## src/rtl/gaussian_metaball_pixel_shader_assert.svh

```systemverilog
// Assertion macros shared by the metaball shader RTL.
`ifndef GAUSSIAN_METABALL_PIXEL_SHADER_ASSERT_SVH
`define GAUSSIAN_METABALL_PIXEL_SHADER_ASSERT_SVH

// Same-cycle implication, sampled on clk, off during reset.
`define GMPS_ASSERT_NOW(lbl, ante, cons, msg) \
	lbl: assert property (@(posedge clk) disable iff (!arst_n) (ante) |-> (cons)) \
		else $error(msg);

// Next-cycle implication, sampled on clk, off during reset.
`define GMPS_ASSERT_NEXT(lbl, ante, cons, msg) \
	lbl: assert property (@(posedge clk) disable iff (!arst_n) (ante) |=> (cons)) \
		else $error(msg);

`endif

```

## src/rtl/gmps_pkg.sv

```systemverilog
// Shared types and constants of the metaball shader.
package gmps_pkg;

	localparam logic MODE_WRITE = 1'b0;
	localparam logic MODE_PIXEL = 1'b1;

	localparam logic REG_BALL_COUNT = 1'b0;
	localparam logic [5:0] BALL_COUNT_RESET = 6'd10;

	// 9 * 2^47 / R^2: quotient overflows 32 bits when R^2 <= 9 * 2^15
	localparam logic [31:0] SAT_LIMIT = 32'd294912;
	localparam logic [31:0] DIV_SEED = 32'd294912;
	localparam int DIV_STEPS = 32;

	// exp argument 8.0 in Q.40 is 2^43
	localparam int EXP_ARG_BITS = 40 + 3;

	localparam logic [7:0] LEVEL_MAX = 8'd255;
	localparam logic [7:0] LIT_LEVEL = 8'd200;

	localparam int QUEUE_DEPTH = 2;

	typedef struct packed {
		logic mode;
		logic [4:0] ball_index;
		logic signed [15:0] coord_x;
		logic signed [15:0] coord_y;
		logic [31:0] gain;
	} cmd_t;

endpackage

```

## src/rtl/gmps_queue.sv

```systemverilog
// Short command queue between front and back end.
module gmps_queue (
	input logic clk,
	input logic arst_n,
	input logic push_valid,
	output logic push_ready,
	input gmps_pkg::cmd_t push_cmd,
	output logic pop_valid,
	input logic pop_ready,
	output gmps_pkg::cmd_t pop_cmd
);
	import gmps_pkg::*;

	localparam int PTR_W = $clog2(QUEUE_DEPTH);
	localparam int CNT_W = $clog2(QUEUE_DEPTH + 1);

	cmd_t slot_q [QUEUE_DEPTH];
	logic [PTR_W-1:0] wr_q;
	logic [PTR_W-1:0] rd_q;
	logic [CNT_W-1:0] cnt_q;
	logic push;
	logic pop;

	assign push_ready = cnt_q != CNT_W'(QUEUE_DEPTH);
	assign pop_valid = cnt_q != '0;
	assign push = push_valid && push_ready;
	assign pop = pop_valid && pop_ready;
	assign pop_cmd = slot_q[rd_q];

	always_ff @(posedge clk or negedge arst_n) begin
		if (!arst_n) begin
			wr_q <= '0;
			rd_q <= '0;
			cnt_q <= '0;
			for (int i = 0; i < QUEUE_DEPTH; i++) begin
				slot_q[i] <= '0;
			end
		end else begin
			if (push) begin
				slot_q[wr_q] <= push_cmd;
				wr_q <= (wr_q == PTR_W'(QUEUE_DEPTH - 1)) ? '0 : wr_q + PTR_W'(1);
			end
			if (pop) begin
				rd_q <= (rd_q == PTR_W'(QUEUE_DEPTH - 1)) ? '0 : rd_q + PTR_W'(1);
			end
			if (push && !pop) begin
				cnt_q <= cnt_q + CNT_W'(1);
			end else if (pop && !push) begin
				cnt_q <= cnt_q - CNT_W'(1);
			end
		end
	end
endmodule

```

## config.mk

```make
export PLATFORM = sky130hd
export DESIGN_NAME = gmps_queue
export DESIGN_NICKNAME = d
export VERILOG_FILES = /design/src/rtl/gaussian_metaball_pixel_shader_assert.svh /design/src/rtl/gmps_pkg.sv /design/src/rtl/gmps_queue.sv
export SDC_FILE = /design/constraint.sdc
export NUM_CORES = 1
export LEC_CHECK = 0
export BUFFER_PORTS_ARGS = -buffer_cell sky130_fd_sc_hd__buf_2
export CORE_UTILIZATION = 55
export CTS_BUF_LIST = sky130_fd_sc_hd__clkbuf_16
export DETAILED_ROUTE_END_ITERATION = 8
export PLACE_DENSITY = 0.8
export SETUP_SLACK_MARGIN = 0.5
export SLEW_MARGIN = 20
export SYNTH_ARGS = -nofsm -noshare
export SYNTH_HDL_FRONTEND = slang
export SYNTH_SLANG_ARGS = --single-unit
```

## constraint.sdc

```tcl
create_clock -name clk -period 1.9 [get_ports clk]
set_input_delay 0 -clock clk [delete_from_list [all_inputs] [get_ports clk]]
set_output_delay 0 -clock clk [all_outputs]
set_load 0.01 [all_outputs]
```

==> qor.csv <==
stage;metric;value;unit
critical_path;crit_fanout;18;
clock_tree;clock_sinks;144;
power_and_ir_drop;power.density;1930;mW/mm2
logic_synthesis;synthMuxAreaShare;0.416;
logic_synthesis;yosys.area_share.simple;0.00792;
power_and_ir_drop;peakVddDrop;1.16;mV
power_and_ir_drop;seqPwrFrac;0.293;
hold_path;hold_class;in2async;
timing;finalSetupViolations;0;
routing;drc;0;
logic_synthesis;synthXorXnorAreaFrac;0.00630;
logic_synthesis;async_flop_share;1.00;
global_routing;grt_pass1_wl;26900;um
logic_synthesis;ys_warn_count;0;
logic_synthesis;synth_area_leaders;dfrtp_1, mux2_4, mux2_2;
routing;dr.pass1.iters;5;
logic_synthesis;synth_top_cell_by_area;dfrtp_1;
logic_synthesis;synth.distinct_cells;17;
routing;wl_met3;978;um
global_routing;grt_pass1_vias;4951;
routing;dr.max_layer_used;met4;
power_and_ir_drop;sw_frac_of_total;0.317;
die;die_w;114;um
routing;ant_nets;0;
logic_synthesis;netlist_top_cells_count;dfrtp_1, mux2_4, mux2_2, buf_12, buf_2;
run_status;status;finished, final reports clean;
critical_path;r2r_start;cnt_q[1];
logic_synthesis;synth_top_family_by_area;multiplexers;
clock_tree;cts_buffers;17;
critical_path;crit_type;reg2out;
power_and_ir_drop;p_leak;4.87;nW
critical_path;cp.required;1.90;ns
routing;wl_met2;9930;um
logic_synthesis;ys.flop_type;dfrtp_1;
logic_synthesis;synth-edff-count;0;
logic_synthesis;yosysSeqAreaShare;0.518;
logic_synthesis;netlist_area;0.00696;mm2
die;std_cell_rows;40;
critical_path;cp_slowest_cell;dfrtp_2;
logic_synthesis;synth-compound-area-share;0;
timing;max_slew.worst_pin.slew;0.559;ns
routing;wl_per_cell;22.7;um
timing;slew_viol_final;0;
critical_path;crit_family;buffers and inverters;
final_layout;fillers;604;
final_layout;diodes;0;
flow_run;drv_cap;0;
logic_synthesis;synth_top_area_share;0.518;
routing;vias_per_cell;5.30;
clock_tree;cts-root-buf;clkbuf_16;
critical_path;cp-start-kind;flop;
critical_path;end_kind;output port;
critical_path;path_cells;buf_4, buf_12, mux2_2, buf_2;
die;start_util;0.572;
placement;port_buffers;145;
global_routing;grt_max_degree;59;
logic_synthesis;avgSynthCellArea;17.8;um2
logic_synthesis;synthAdderAreaFrac;0.00180;
routing;drt_iter0_drc;167;
power_and_ir_drop;power_switching;0.00619;W
placement;gp_congestion;0.734;
logic_synthesis;synth.most_common_cell;dfrtp_1;
critical_path;cp_num_buf_inv;3;
timing;fin_ws;0.266;ns
timing;rsz0062_at_grt;true;
timing;hold_violations;0;
global_routing;gr-total-overflow;0;
global_routing;antenna_found_initial;0;
logic_synthesis;synth_seq_cells;144;
logic_synthesis;synth_fp_nets;466;
timing;fmax;612;MHz
final_layout;drive_above_1_share;0.667;
die;die_h;114;um
die;io_pins;146;
power_and_ir_drop;clockPowerShare;0.159;
placement;dp_slack;0.267;ns
timing;fin_crit_sh;0.860;
die;die_area;0.0131;mm2
clock_tree;cts_htree_levels;4;
routing;vias;4481;
critical_path;worstPathArrival;1.63;ns
placement;hpwl;8390;um
final_layout;syn_to_final_growth;45.9;%
global_routing;grt_use_total;0.276;
final_layout;nNetsFinal;741;
power_and_ir_drop;pwr-share-comb;0.548;
timing;period_needed;1.63;ns
logic_synthesis;synthCells;391;
critical_path;slowest_delay;0.41;ns
timing;finClkSkew;0.00474;ns
die;core_area;0.0122;mm2
clock_tree;clock_path_buffers;2;
routing;wl_met1;7760;um
critical_path;cp-startpoint;rd_q;
clock_tree;clk_latency;0.41;ns
clock_tree;path_clk_slew;0.06;ns
clock_tree;cts_tree;built;
timing;setup_tns;0;ns
power_and_ir_drop;p_int;0.0133;W
timing;slew_headroom;0.627;
routing;wirelength;19200;um
==> cell families (layout without fill, tap and decap cells) <==
| group | count (synthesis) | after routing |
|---|---|---|
| XOR/XNOR | 5 | 5 |
| adder cells (fa/ha/maj) | 1 | 1 |
| buffers and inverters | 24 | 311 |
| flip-flops | 144 | 144 |
| multiplexers | 210 | 210 |
| AND/OR/NAND/NOR | 7 | 7 |
==> worst paths after layout <==
kind / depth (start not counted) / endpoint / slack, ns
min: 2 / slot_q[10] / 0.13
min in group clk: 3 / slot_q[97] / 0.36
min reg2reg: 1 / slot_q[39] / 0.50
max: 4 / pop_cmd[56] / 0.27
max reg2reg: 6 / slot_q[85] / 0.27
max in group asynchronous: 3 / rd_q / 1.08
==> metrics by stage <==
stage	hold WS [ns]	utilization	area (um2)	instances	power [W]
after global routing	0.178	0.834	10100	846	0.0203
final	0.134	0.834	10100	846	0.0195
after floorplan	-0.296	-	6960	391	0.0114
after detailed placement	-0.000647	0.636	7730	691	0.0133
after CTS	0.131	0.797	9700	832	0.0180
after global placement	-0.0141	0.636	7730	691	0.0130
==> worst register-to-register path, stage by stage (launching register included) <==
cell and delay [ns]:
dfrtp_1 0.42, nand2b_4 0.10, and3b_4 0.28, buf_12 0.13
buf_12 0.13, buf_16 0.15, mux2_4 0.30
==> power by group through the flow <==
stage / logic (W) / clock network (W) / registers [W]
2_1_floorplan: 0.00618 / 0 / 0.00526
3_3_place_gp: 0.00757 / 0 / 0.00548
3_5_place_dp: 0.00774 / 0 / 0.00556
4_1_cts: 0.00931 / 0.00311 / 0.00557
5_1_grt: 0.0112 / 0.00328 / 0.00585
6_report: 0.0107 / 0.00310 / 0.00573
==> layout make-up <==
class / instances / area (um2) / share of cell area
clock buffer: 17 / 425 / 0.0419
clock inverter: 14 / 111 / 0.0110
multi-input combinational: 223 / 3110 / 0.307
timing repair buffer: 280 / 2680 / 0.264
sequential: 144 / 3600 / 0.355
tap: 168 / 210 / 0.0207
==> registers in the layout, indices dropped and copies added, names as in the netlist <==
register  count
slot_q      140
cnt_q         2
rd_q          1
wr_q          1
==> per-layer routing <==
layer  up-vias  global-route usage
met5         -                   0
met4         0              0.0745
met3        41              0.0752
met2       151               0.472
met1      2341               0.346
li1       1948                   -
==> placed cells by master (no fill, tap or decap), types with 5 or more instances in the layout <==
cell type and instances:
buf_12 12, buf_16 16, buf_2 126, buf_4 16
buf_6 28, clkbuf_16 24, clkinv_2 5, dfrtp_1 143
dlygate4sd3_1 73, inv_1 5, mux2_2 53, mux2_4 157
==> what timing repair did <==
| action | 4_1_cts | 5_1_grt |
|---|---|---|
| hold buffers | 73 | 0 |
| setup endpoints to repair | 211 | 213 |
| pin swaps | 4 | 0 |
| resized for setup | 26 | 46 |
| buffers inserted | 22 | 5 |
| gates cloned | 15 | 9 |
| hold endpoints to repair | 235 | 0 |
Note: power is estimated with default switching activity, not from simulation.
