<file path="config.mk">
export PLATFORM = sky130hd
export DESIGN_NAME = gmps_front_flat
export DESIGN_NICKNAME = d
export VERILOG_FILES = /design/src/rtl/gaussian_metaball_pixel_shader_assert.svh /design/src/rtl/gmps_pkg.sv /design/src/rtl/gmps_in_if.sv /design/src/rtl/gmps_front.sv /design/src/flat_wrapper.sv
export SDC_FILE = /design/constraint.sdc
export NUM_CORES = 1
export LEC_CHECK = 0
export BUFFER_PORTS_ARGS = -buffer_cell sky130_fd_sc_hd__buf_2
export CORE_ASPECT_RATIO = 0.6
export CORE_MARGIN = 2
export CORE_UTILIZATION = 60
export DETAILED_ROUTE_END_ITERATION = 12
export PLACE_DENSITY = 0.85
export SKIP_LAST_GASP = 1
export SYNTH_ARGS = -nofsm -noshare
export SYNTH_HDL_FRONTEND = slang
export SYNTH_SLANG_ARGS = --single-unit
</file>
<file path="constraint.sdc">
create_clock -name clk -period 4.2 [get_ports clk]
set_input_delay 0.21 -clock clk [delete_from_list [all_inputs] [get_ports clk]]
set_output_delay 0.21 -clock clk [all_outputs]
set_load 0.005 [all_outputs]
</file>
<file path="src/rtl/gaussian_metaball_pixel_shader_assert.svh">
// Assertion macros shared by the metaball shader RTL.
`ifndef GAUSSIAN_METABALL_PIXEL_SHADER_ASSERT_SVH
`define GAUSSIAN_METABALL_PIXEL_SHADER_ASSERT_SVH

// Same-cycle implication, sampled on clk, off during reset.
`define GMPS_ASSERT_NOW(lbl, ante, cons, msg) \
	lbl: assert property (@(posedge clk) disable iff (!arst_n) (ante) |-> (cons)) \
		else $error(msg);

// Next-cycle implication, sampled on clk, off during reset.
`define GMPS_ASSERT_NEXT(lbl, ante, cons, msg) \
	lbl: assert property (@(posedge clk) disable iff (!arst_n) (ante) |=> (cons)) \
		else $error(msg);

`endif

</file>
<file path="src/rtl/gmps_pkg.sv">
// Shared types and constants of the metaball shader.
package gmps_pkg;

	localparam logic MODE_WRITE = 1'b0;
	localparam logic MODE_PIXEL = 1'b1;

	localparam logic REG_BALL_COUNT = 1'b0;
	localparam logic [5:0] BALL_COUNT_RESET = 6'd10;

	// 9 * 2^47 / R^2: quotient overflows 32 bits when R^2 <= 9 * 2^15
	localparam logic [31:0] SAT_LIMIT = 32'd294912;
	localparam logic [31:0] DIV_SEED = 32'd294912;
	localparam int DIV_STEPS = 32;

	// exp argument 8.0 in Q.40 is 2^43
	localparam int EXP_ARG_BITS = 40 + 3;

	localparam logic [7:0] LEVEL_MAX = 8'd255;
	localparam logic [7:0] LIT_LEVEL = 8'd200;

	localparam int QUEUE_DEPTH = 2;

	typedef struct packed {
		logic mode;
		logic [4:0] ball_index;
		logic signed [15:0] coord_x;
		logic signed [15:0] coord_y;
		logic [31:0] gain;
	} cmd_t;

endpackage

</file>
<file path="src/rtl/gmps_in_if.sv">
// Input word channel: ball writes and pixel requests.
interface gmps_in_if;
	logic valid;
	logic ready;
	logic mode;
	logic [4:0] ball_index;
	logic signed [15:0] coord_x;
	logic signed [15:0] coord_y;
	logic [15:0] ball_radius;

	modport source (output valid, mode, ball_index, coord_x, coord_y, ball_radius,
		input ready);
	modport sink (input valid, mode, ball_index, coord_x, coord_y, ball_radius,
		output ready);
endinterface

</file>
<file path="src/rtl/gmps_front.sv">
// Front end: accepts words, works out ball gain with a serial divider.
module gmps_front #(
	parameter int MAX_BALLS = 32
) (
	input logic clk,
	input logic arst_n,
	gmps_in_if.sink pix_in,
	output logic cmd_valid,
	input logic cmd_ready,
	output gmps_pkg::cmd_t cmd
);
	import gmps_pkg::*;

	typedef enum logic [1:0] {
		F_IDLE = 2'b01,
		F_DIV = 2'b10
	} fstate_t;

	fstate_t state_q;
	cmd_t cmd_q;
	logic cmd_v_q;
	logic [31:0] rem_q;
	logic [31:0] dvs_q;
	logic [31:0] quo_q;
	logic [4:0] step_q;

	logic accept;
	logic idx_ok;
	logic [31:0] rsq;
	logic [32:0] trial;
	logic ge;
	logic [31:0] rem_nx;

	assign pix_in.ready = (state_q == F_IDLE) && !cmd_v_q;
	assign accept = pix_in.valid && pix_in.ready;
	assign idx_ok = 32'(pix_in.ball_index) < MAX_BALLS;
	assign rsq = 32'(pix_in.ball_radius) * 32'(pix_in.ball_radius);

	// one restoring quotient bit per cycle
	assign trial = {rem_q, 1'b0};
	assign ge = trial >= {1'b0, dvs_q};
	assign rem_nx = ge ? 32'(trial - {1'b0, dvs_q}) : trial[31:0];

	always_ff @(posedge clk or negedge arst_n) begin
		if (!arst_n) begin
			state_q <= F_IDLE;
			cmd_v_q <= 1'b0;
			cmd_q <= '0;
			rem_q <= '0;
			dvs_q <= '0;
			quo_q <= '0;
			step_q <= '0;
		end else begin
			if (cmd_v_q && cmd_ready) begin
				cmd_v_q <= 1'b0;
			end
			unique case (state_q)
				F_IDLE: begin
					if (accept) begin
						cmd_q.mode <= pix_in.mode;
						cmd_q.ball_index <= pix_in.ball_index;
						cmd_q.coord_x <= pix_in.coord_x;
						cmd_q.coord_y <= pix_in.coord_y;
						// saturate tiny radii, zero radius adds nothing
						cmd_q.gain <= (pix_in.ball_radius != '0 && rsq <= SAT_LIMIT) ?
							32'hFFFF_FFFF : 32'd0;
						if (pix_in.mode == MODE_PIXEL) begin
							cmd_v_q <= 1'b1;
						end else if (idx_ok) begin
							if (pix_in.ball_radius == '0) begin
								cmd_v_q <= 1'b1;
							end else if (rsq <= SAT_LIMIT) begin
								cmd_v_q <= 1'b1;
							end else begin
								rem_q <= DIV_SEED;
								dvs_q <= rsq;
								step_q <= '0;
								state_q <= F_DIV;
							end
						end
					end
				end
				F_DIV: begin
					rem_q <= rem_nx;
					quo_q <= {quo_q[30:0], ge};
					step_q <= step_q + 5'd1;
					if (step_q == 5'(DIV_STEPS - 1)) begin
						cmd_q.gain <= {quo_q[30:0], ge};
						cmd_v_q <= 1'b1;
						state_q <= F_IDLE;
					end
				end
				default: state_q <= F_IDLE;
			endcase
		end
	end

	assign cmd_valid = cmd_v_q;
	assign cmd = cmd_q;
endmodule

</file>
<file path="src/flat_wrapper.sv">
// flat-port wrapper written by rule: the top's interface ports become plain ports
module gmps_front_flat import gmps_pkg::*;
#(
	parameter int MAX_BALLS = 32
)
  (clk, arst_n, cmd_valid, cmd_ready, cmd, pix_in_valid, pix_in_mode, pix_in_ball_index, pix_in_coord_x, pix_in_coord_y, pix_in_ball_radius, pix_in_ready);
  gmps_in_if pix_in_i ();
  input logic clk;
  input logic arst_n;
  output logic cmd_valid;
  input logic cmd_ready;
  output gmps_pkg::cmd_t cmd;
  input wire logic [$bits(pix_in_i.valid)-1:0] pix_in_valid;
  input wire logic [$bits(pix_in_i.mode)-1:0] pix_in_mode;
  input wire logic [$bits(pix_in_i.ball_index)-1:0] pix_in_ball_index;
  input wire logic [$bits(pix_in_i.coord_x)-1:0] pix_in_coord_x;
  input wire logic [$bits(pix_in_i.coord_y)-1:0] pix_in_coord_y;
  input wire logic [$bits(pix_in_i.ball_radius)-1:0] pix_in_ball_radius;
  output wire logic [$bits(pix_in_i.ready)-1:0] pix_in_ready;
  assign pix_in_i.valid = pix_in_valid;
  assign pix_in_i.mode = pix_in_mode;
  assign pix_in_i.ball_index = pix_in_ball_index;
  assign pix_in_i.coord_x = pix_in_coord_x;
  assign pix_in_i.coord_y = pix_in_coord_y;
  assign pix_in_i.ball_radius = pix_in_ball_radius;
  assign pix_in_ready = pix_in_i.ready;
  gmps_front #(.MAX_BALLS(MAX_BALLS)) u_core (.clk(clk), .arst_n(arst_n), .pix_in(pix_in_i), .cmd_valid(cmd_valid), .cmd_ready(cmd_ready), .cmd(cmd));
endmodule
</file>
==> reports/metrics.yaml, run 1 <==
status:
  run_status: "finished, violations left"
  violations: "negative hold slack, negative setup slack"
global_routing:
  grt_max_degree: 104
  track_usage_pct: 34.9
  grt_pass1_wl_um: 80600
  grt-ovfl-total: 0
  grt_antenna_before_repair: 1
  grt_pass1_vias: 15900
cts:
  cts_tree: "yes"
  clk_latency_ns: 0.45
  cts_buffers: 17
  cts-root-buf: "clkbuf_16"
  path_clk_slew_ns: 0.08
  numClockSinks: 172
  h-tree-depth: 4
  clock_path_buffers: 2
synthesis:
  async_reset_ff_share_pct: 100
  synth.distinct_cells: 77
  synthesis.area_um2: 16700
  synth-main-ff-cell: "dfrtp_1"
  synth-edff-count: 0
  synth-seq-area-share_pct: 25.7
  synthesis.instances: 1765
  synth_fp_nets: 2121
  yosysWarnings: 0
  avgSynthCellArea_um2: 9.47
  ys_seq_elements: 172
sta:
  max_slew_margin_pct: 15.7
  fin_crit_ns: 6.75
  tns_ns: -251.07
  final-setup-viol-count: 103
  timing.hold.ws_ns: -0.00139
  setup_slack_ns: -2.55
  hold_viol: 1
  period_share_pct: 161
  grt_setup_unrepaired: "yes"
  skew_ns: 0.0167
  drv_slew: 0
  worstMarginPinSlew_ns: 1.25
  clock.fmax_ghz: 0.148
hold_path:
  hp-class: "primary input to flop"
worst_setup_path:
  critPathTopFamily: "adder cells"
  crit_buf_inv: 10
  slowest_stage: "fa_1"
  path_common_cell: "fa_1"
  path_max_fanout: 16
  setup.worst_path.start_class: "primary input"
  crit_arrival_ns: 7.10
  cp.required_ns: 4.55
  worstSetupPathType: "primary input to flop"
  slowest_delay_ns: 0.60
  cp-end-kind: "flop"
floorplanning:
  die-area_um2: 29300
  pin_count: 130
  core_area_um2: 27500
  die_h_um: 133
  initial_utilization_pct: 60.9
  die_x_um: 220
  rows: 47
detailed_routing:
  drtPass1Iterations: 8
  wl_um: 55700
  ant_nets: 0
  dr.first_iter.drc_count: 2023
  viasPerCell: 6.32
  drc: 0
  via_count: 15800
  wl_per_cell_um: 22.3
place:
  hpwl_um: 33900
  io_buffers: 129
  postPlaceCellArea_um2: 19600
  place.gp.congestion: 0.934
  preCtsSetupSlack_ns: -2.72
cells_and_area:
  design_area_um2: 21600
  drive_gt1_share_pct: 32.1
  syn2layout_area_growth_pct: 29.1
  fin_nets: 2478
flow_run:
  cap_violations: 0
layer usage:
layer / up-vias / track usage, % / share of wire, %
met3: 424 / 8.01 / 11
met5: - / 0 / 0
met1: 7646 / 46.8 / 37
li1: 6513 / - / -
met4: 0 / 11.7 / 5.9
met2: 1224 / 56.2 / 46
flip-flops by register name, summed over array words and instances (netlist names):
register and count:
u_core.cmd 70, u_core.cmd_valid 1, u_core.dvs_q 31, u_core.quo_q 31, u_core.rem_q 32, u_core.state_q 2, u_core.step_q 5
repair_timing:
item	4_1_cts	5_1_grt
hold buffers	4	3
pin swaps	58	34
resized for setup	122	98
hold endpoints to repair	104	3
endpoints found under the setup margin	103	103
cloned	4	3
buffers inserted	32	11
worst paths after layout:
kind                                        start  slack (ns)                 to  cells past startpoint
min in group asynchronous                  arst_n        0.46     u_core.cmd[16]                      2
min reg2reg                        u_core.cmd[68]        0.50     u_core.cmd[68]                      1
min                             pix_in_coord_x[8]      -0.001     u_core.cmd[56]                      2
max reg2reg                       u_core.dvs_q[2]       -0.34   u_core.rem_q[23]                     12
max in group asynchronous                  arst_n        2.64  u_core.state_q[0]                      3
max                        pix_in_ball_radius[12]       -2.55      u_core.cmd[3]                     27
cell families after synthesis:
kind of cell | count (synthesis) | synth area share [%]
and+or+nand+nor | 442 | 13.0
DFF | 172 | 25.7
xor gates and xnor gates | 59 | 3.09
buffers and inverters | 385 | 8.96
AOI/OAI and AO/OA | 285 | 11.1
muxes | 124 | 8.47
adders and majority gates | 298 | 29.6
layout by cell type (no fill, tap or decap), drive strengths merged, types with 38 or more instances in the layout:
| cell | instances |
|---|---|
| mux2 | 80 |
| nand2 | 141 |
| buf | 399 |
| mux2i | 44 |
| ha | 135 |
| xnor2 | 38 |
| o21ai | 68 |
| fa | 163 |
| and2 | 61 |
| nor2 | 98 |
| dfrtp | 171 |
| a21oi | 81 |
| inv | 319 |
metrics by stage:
stage	util (%)	instances	hold WS (ns)
after floorplan	-	1765	-0.0856
after global placement	71.3	2416	0.388
after detailed placement	71.3	2416	0.396
after CTS	76.6	2488	0.000626
after global routing	78.6	2502	0.00134
final	78.6	2503	-0.00139
synth_stat cells (all sizes together) (21+ instances only):
| library cell | instances | area, µm² |
|---|---|---|
| xnor2 | 38 | 333 |
| mux2i | 44 | 440 |
| buf | 25 | 146 |
| nor2 | 98 | 368 |
| fa | 163 | 3260 |
| clkbuf | 50 | 188 |
| nand3 | 30 | 150 |
| nand2 | 141 | 529 |
| inv | 310 | 1160 |
| a21oi | 81 | 417 |
| dfrtp | 171 | 4280 |
| mux2 | 80 | 976 |
| and2 | 61 | 382 |
| o31ai | 21 | 163 |
| o21ai | 68 | 344 |
| ha | 135 | 1690 |
| xor2 | 21 | 184 |
| a21o | 28 | 210 |
final cells by class:
class,count,area [µm²]
Inverter,310,1160
Antenna cell,1,2.50
Sequential cell,172,4310
Clock buffer,18,439
Tap cell,367,459
Timing Repair Buffer,413,3210
Fill cell,1428,5870
Clock inverter,14,148
Multi-Input combinational cell,1208,11900
Power of run 1 is left out: the tool's default activity adds up to more than one toggle a clock period on the data nets, which glitch-free logic cannot reach.
==> run 2, diff against run 1 <==
--- a/config.mk
+++ b/config.mk
@@ -5,12 +5,13 @@
 export SDC_FILE = /design/constraint.sdc
 export NUM_CORES = 1
 export LEC_CHECK = 0
-export BUFFER_PORTS_ARGS = -buffer_cell sky130_fd_sc_hd__buf_2
 export CORE_ASPECT_RATIO = 0.6
 export CORE_MARGIN = 2
 export CORE_UTILIZATION = 60
 export DETAILED_ROUTE_END_ITERATION = 12
-export PLACE_DENSITY = 0.85
+export DONT_BUFFER_PORTS = 1
+export GPL_ROUTABILITY_DRIVEN = 0
+export PLACE_DENSITY = 0.81
 export SKIP_LAST_GASP = 1
 export SYNTH_ARGS = -nofsm -noshare
 export SYNTH_HDL_FRONTEND = slang
==> reports/metrics.yaml, run 2 (same netlist as run 1, synthesis figures left out) <==
flow_run:
  cap_violations: 0
worst_setup_path:
  cp.required_ns: 4.53
  path_max_fanout: 16
  crit_arrival_ns: 6.50
  worstSetupPathType: "primary input to flop"
  cp-end-kind: "flop"
  r2r_start: "u_core.dvs_q[2]"
  setup.worst_path.start_class: "primary input"
  startpoint: "pix_in_ball_radius[10]"
sta:
  max_slew_margin_pct: 30.4
  grt_setup_unrepaired: "yes"
  tns_ns: -193.27
  setup_slack_ns: -1.97
  hold_viol: 172
  skew_ns: 0.00877
  clock.fmax_ghz: 0.162
  final-setup-viol-count: 103
  period_share_pct: 147
  worstMarginPinSlew_ns: 1.03
  fin_crit_ns: 6.17
  drv_slew: 0
  timing.hold.ws_ns: -0.533
floorplanning:
  die-area_um2: 29300
  initial_utilization_pct: 60.9
  rows: 47
  die_x_um: 220
  die_h_um: 133
  pin_count: 130
  core_area_um2: 27500
cells_and_area:
  antenna_cells: 0
  syn2layout_area_growth_pct: 20.1
  drive_gt1_share_pct: 21.3
  layout.cells.most_common_list: "inv_1 (308), buf_4 (177), dfrtp_1 (171), fa_1 (156), nand2_1 (128)"
  largest_register_ffs: 70
  fin_nets: 2299
  filler_cell_count: 1773
  mostFrequentLayoutCell: "inv_1"
  fin_util_pct: 73.1
detailed_routing:
  wl_per_cell_um: 19.0
  via_count: 13700
  drtPass1Iterations: 5
  wl_um: 44200
  drc: 0
  viasPerCell: 5.90
  dr.first_iter.drc_count: 1163
  ant_nets: 0
place:
  io_buffers: 0
  hpwl_um: 31600
  preCtsSetupSlack_ns: -2.49
cts:
  clock_path_buffers: 2
  cts_tree: "yes"
  cts_buffers: 17
  numClockSinks: 172
  path_clk_slew_ns: 0.08
  clk_latency_ns: 0.44
  h-tree-depth: 4
  cts-root-buf: "clkbuf_16"
  hold_buffers: 40
global_routing:
  grt_pass1_vias: 14500
  grt_pass1_wl_um: 72700
  grt_antenna_before_repair: 1
  track_usage_pct: 31.3
  grt-ovfl-total: 0
  grt_max_degree: 173
status:
  run_status: "finished, violations left"
  violations: "negative hold slack, negative setup slack"
hold_path:
  hp-class: "primary input to asynchronous set/reset pin"
-- run 2: cell types whose count changed in the layout (fill, tap and decap cells not counted), sizes merged --
cell,previous run,this run
buf,399,192
bufbuf,1,0
bufinv,1,2
clkbuf,24,22
clkinv,2,3
clkinvlp,2,0
diode,1,0
dlygate4sd3,7,40
inv,319,317
-- run 2: through the flow --
stage	std cells	instance area, µm²
final	2323	20100
after global routing	2323	20100
after CTS	2315	19800
after detailed placement	2230	18500
after global placement	2230	18500
after floorplan	1765	17200
-- run 2: layout make-up --
type	count	area, µm²	share of cell area [%]
clock buffer	20	467	2.32
timing repair buffer	234	2000	9.95
tap	367	459	2.29
clock inverter	12	149	0.741
sequential	172	4310	21.4
inverter	310	1160	5.79
multi-input combinational	1208	11500	57.5
-- run 2: final timing paths --
kind | to | slack (ns) | cells after the start
worst max-delay path | u_core.cmd[8] | -1.97 | 28
min in group clk | u_core.cmd_valid | 0.02 | 3
max in group asynchronous | u_core.state_q[0] | 4.38 | 0
worst min register to register | u_core.dvs_q[3] | 0.50 | 1
worst min-delay path | u_core.cmd[18] | -0.53 | 0
worst max register to register | u_core.rem_q[20] | -0.02 | 12
-- run 2: timing repair --
action	4_1_cts	5_1_grt
cloned	1	2
endpoints found under the hold margin	212	172
gates resized for setup	47	43
pin swaps	12	18
buffers inserted	12	6
endpoints found under the setup margin	103	103
-- run 2: critical path, stage by stage --
cell       delay (ns)
and2_4           0.15
fa_1             0.53
inv_1            0.05
fa_1             0.47
inv_1            0.05
fa_1             0.49
inv_1            0.05
fa_1             0.49
inv_1            0.06
fa_1             0.53
inv_1            0.06
fa_2             0.54
inv_2            0.05
ha_4             0.27
and2_1           0.17
nand3_2          0.16
buf_4            0.20
o21ai_4          0.18
buf_6            0.15
nand4_1          0.09
and3_1           0.23
o2111ai_4        0.28
buf_6            0.15
nor3_4           0.04
buf_6            0.14
a21boi_4         0.35
clkbuf_16        0.26
a21oi_2          0.08
-- run 2: layer usage --
metal  vias to the layer above  GRT usage, %  wire length [µm]
met2                       627          49.5             20900
met3                        92          6.76              3970
li1                       6156             -                 -
met1                      6833          44.1             18600
met4                         2          8.03               813
met5                         -             0                13
Power of run 2 is left out for the same reason.
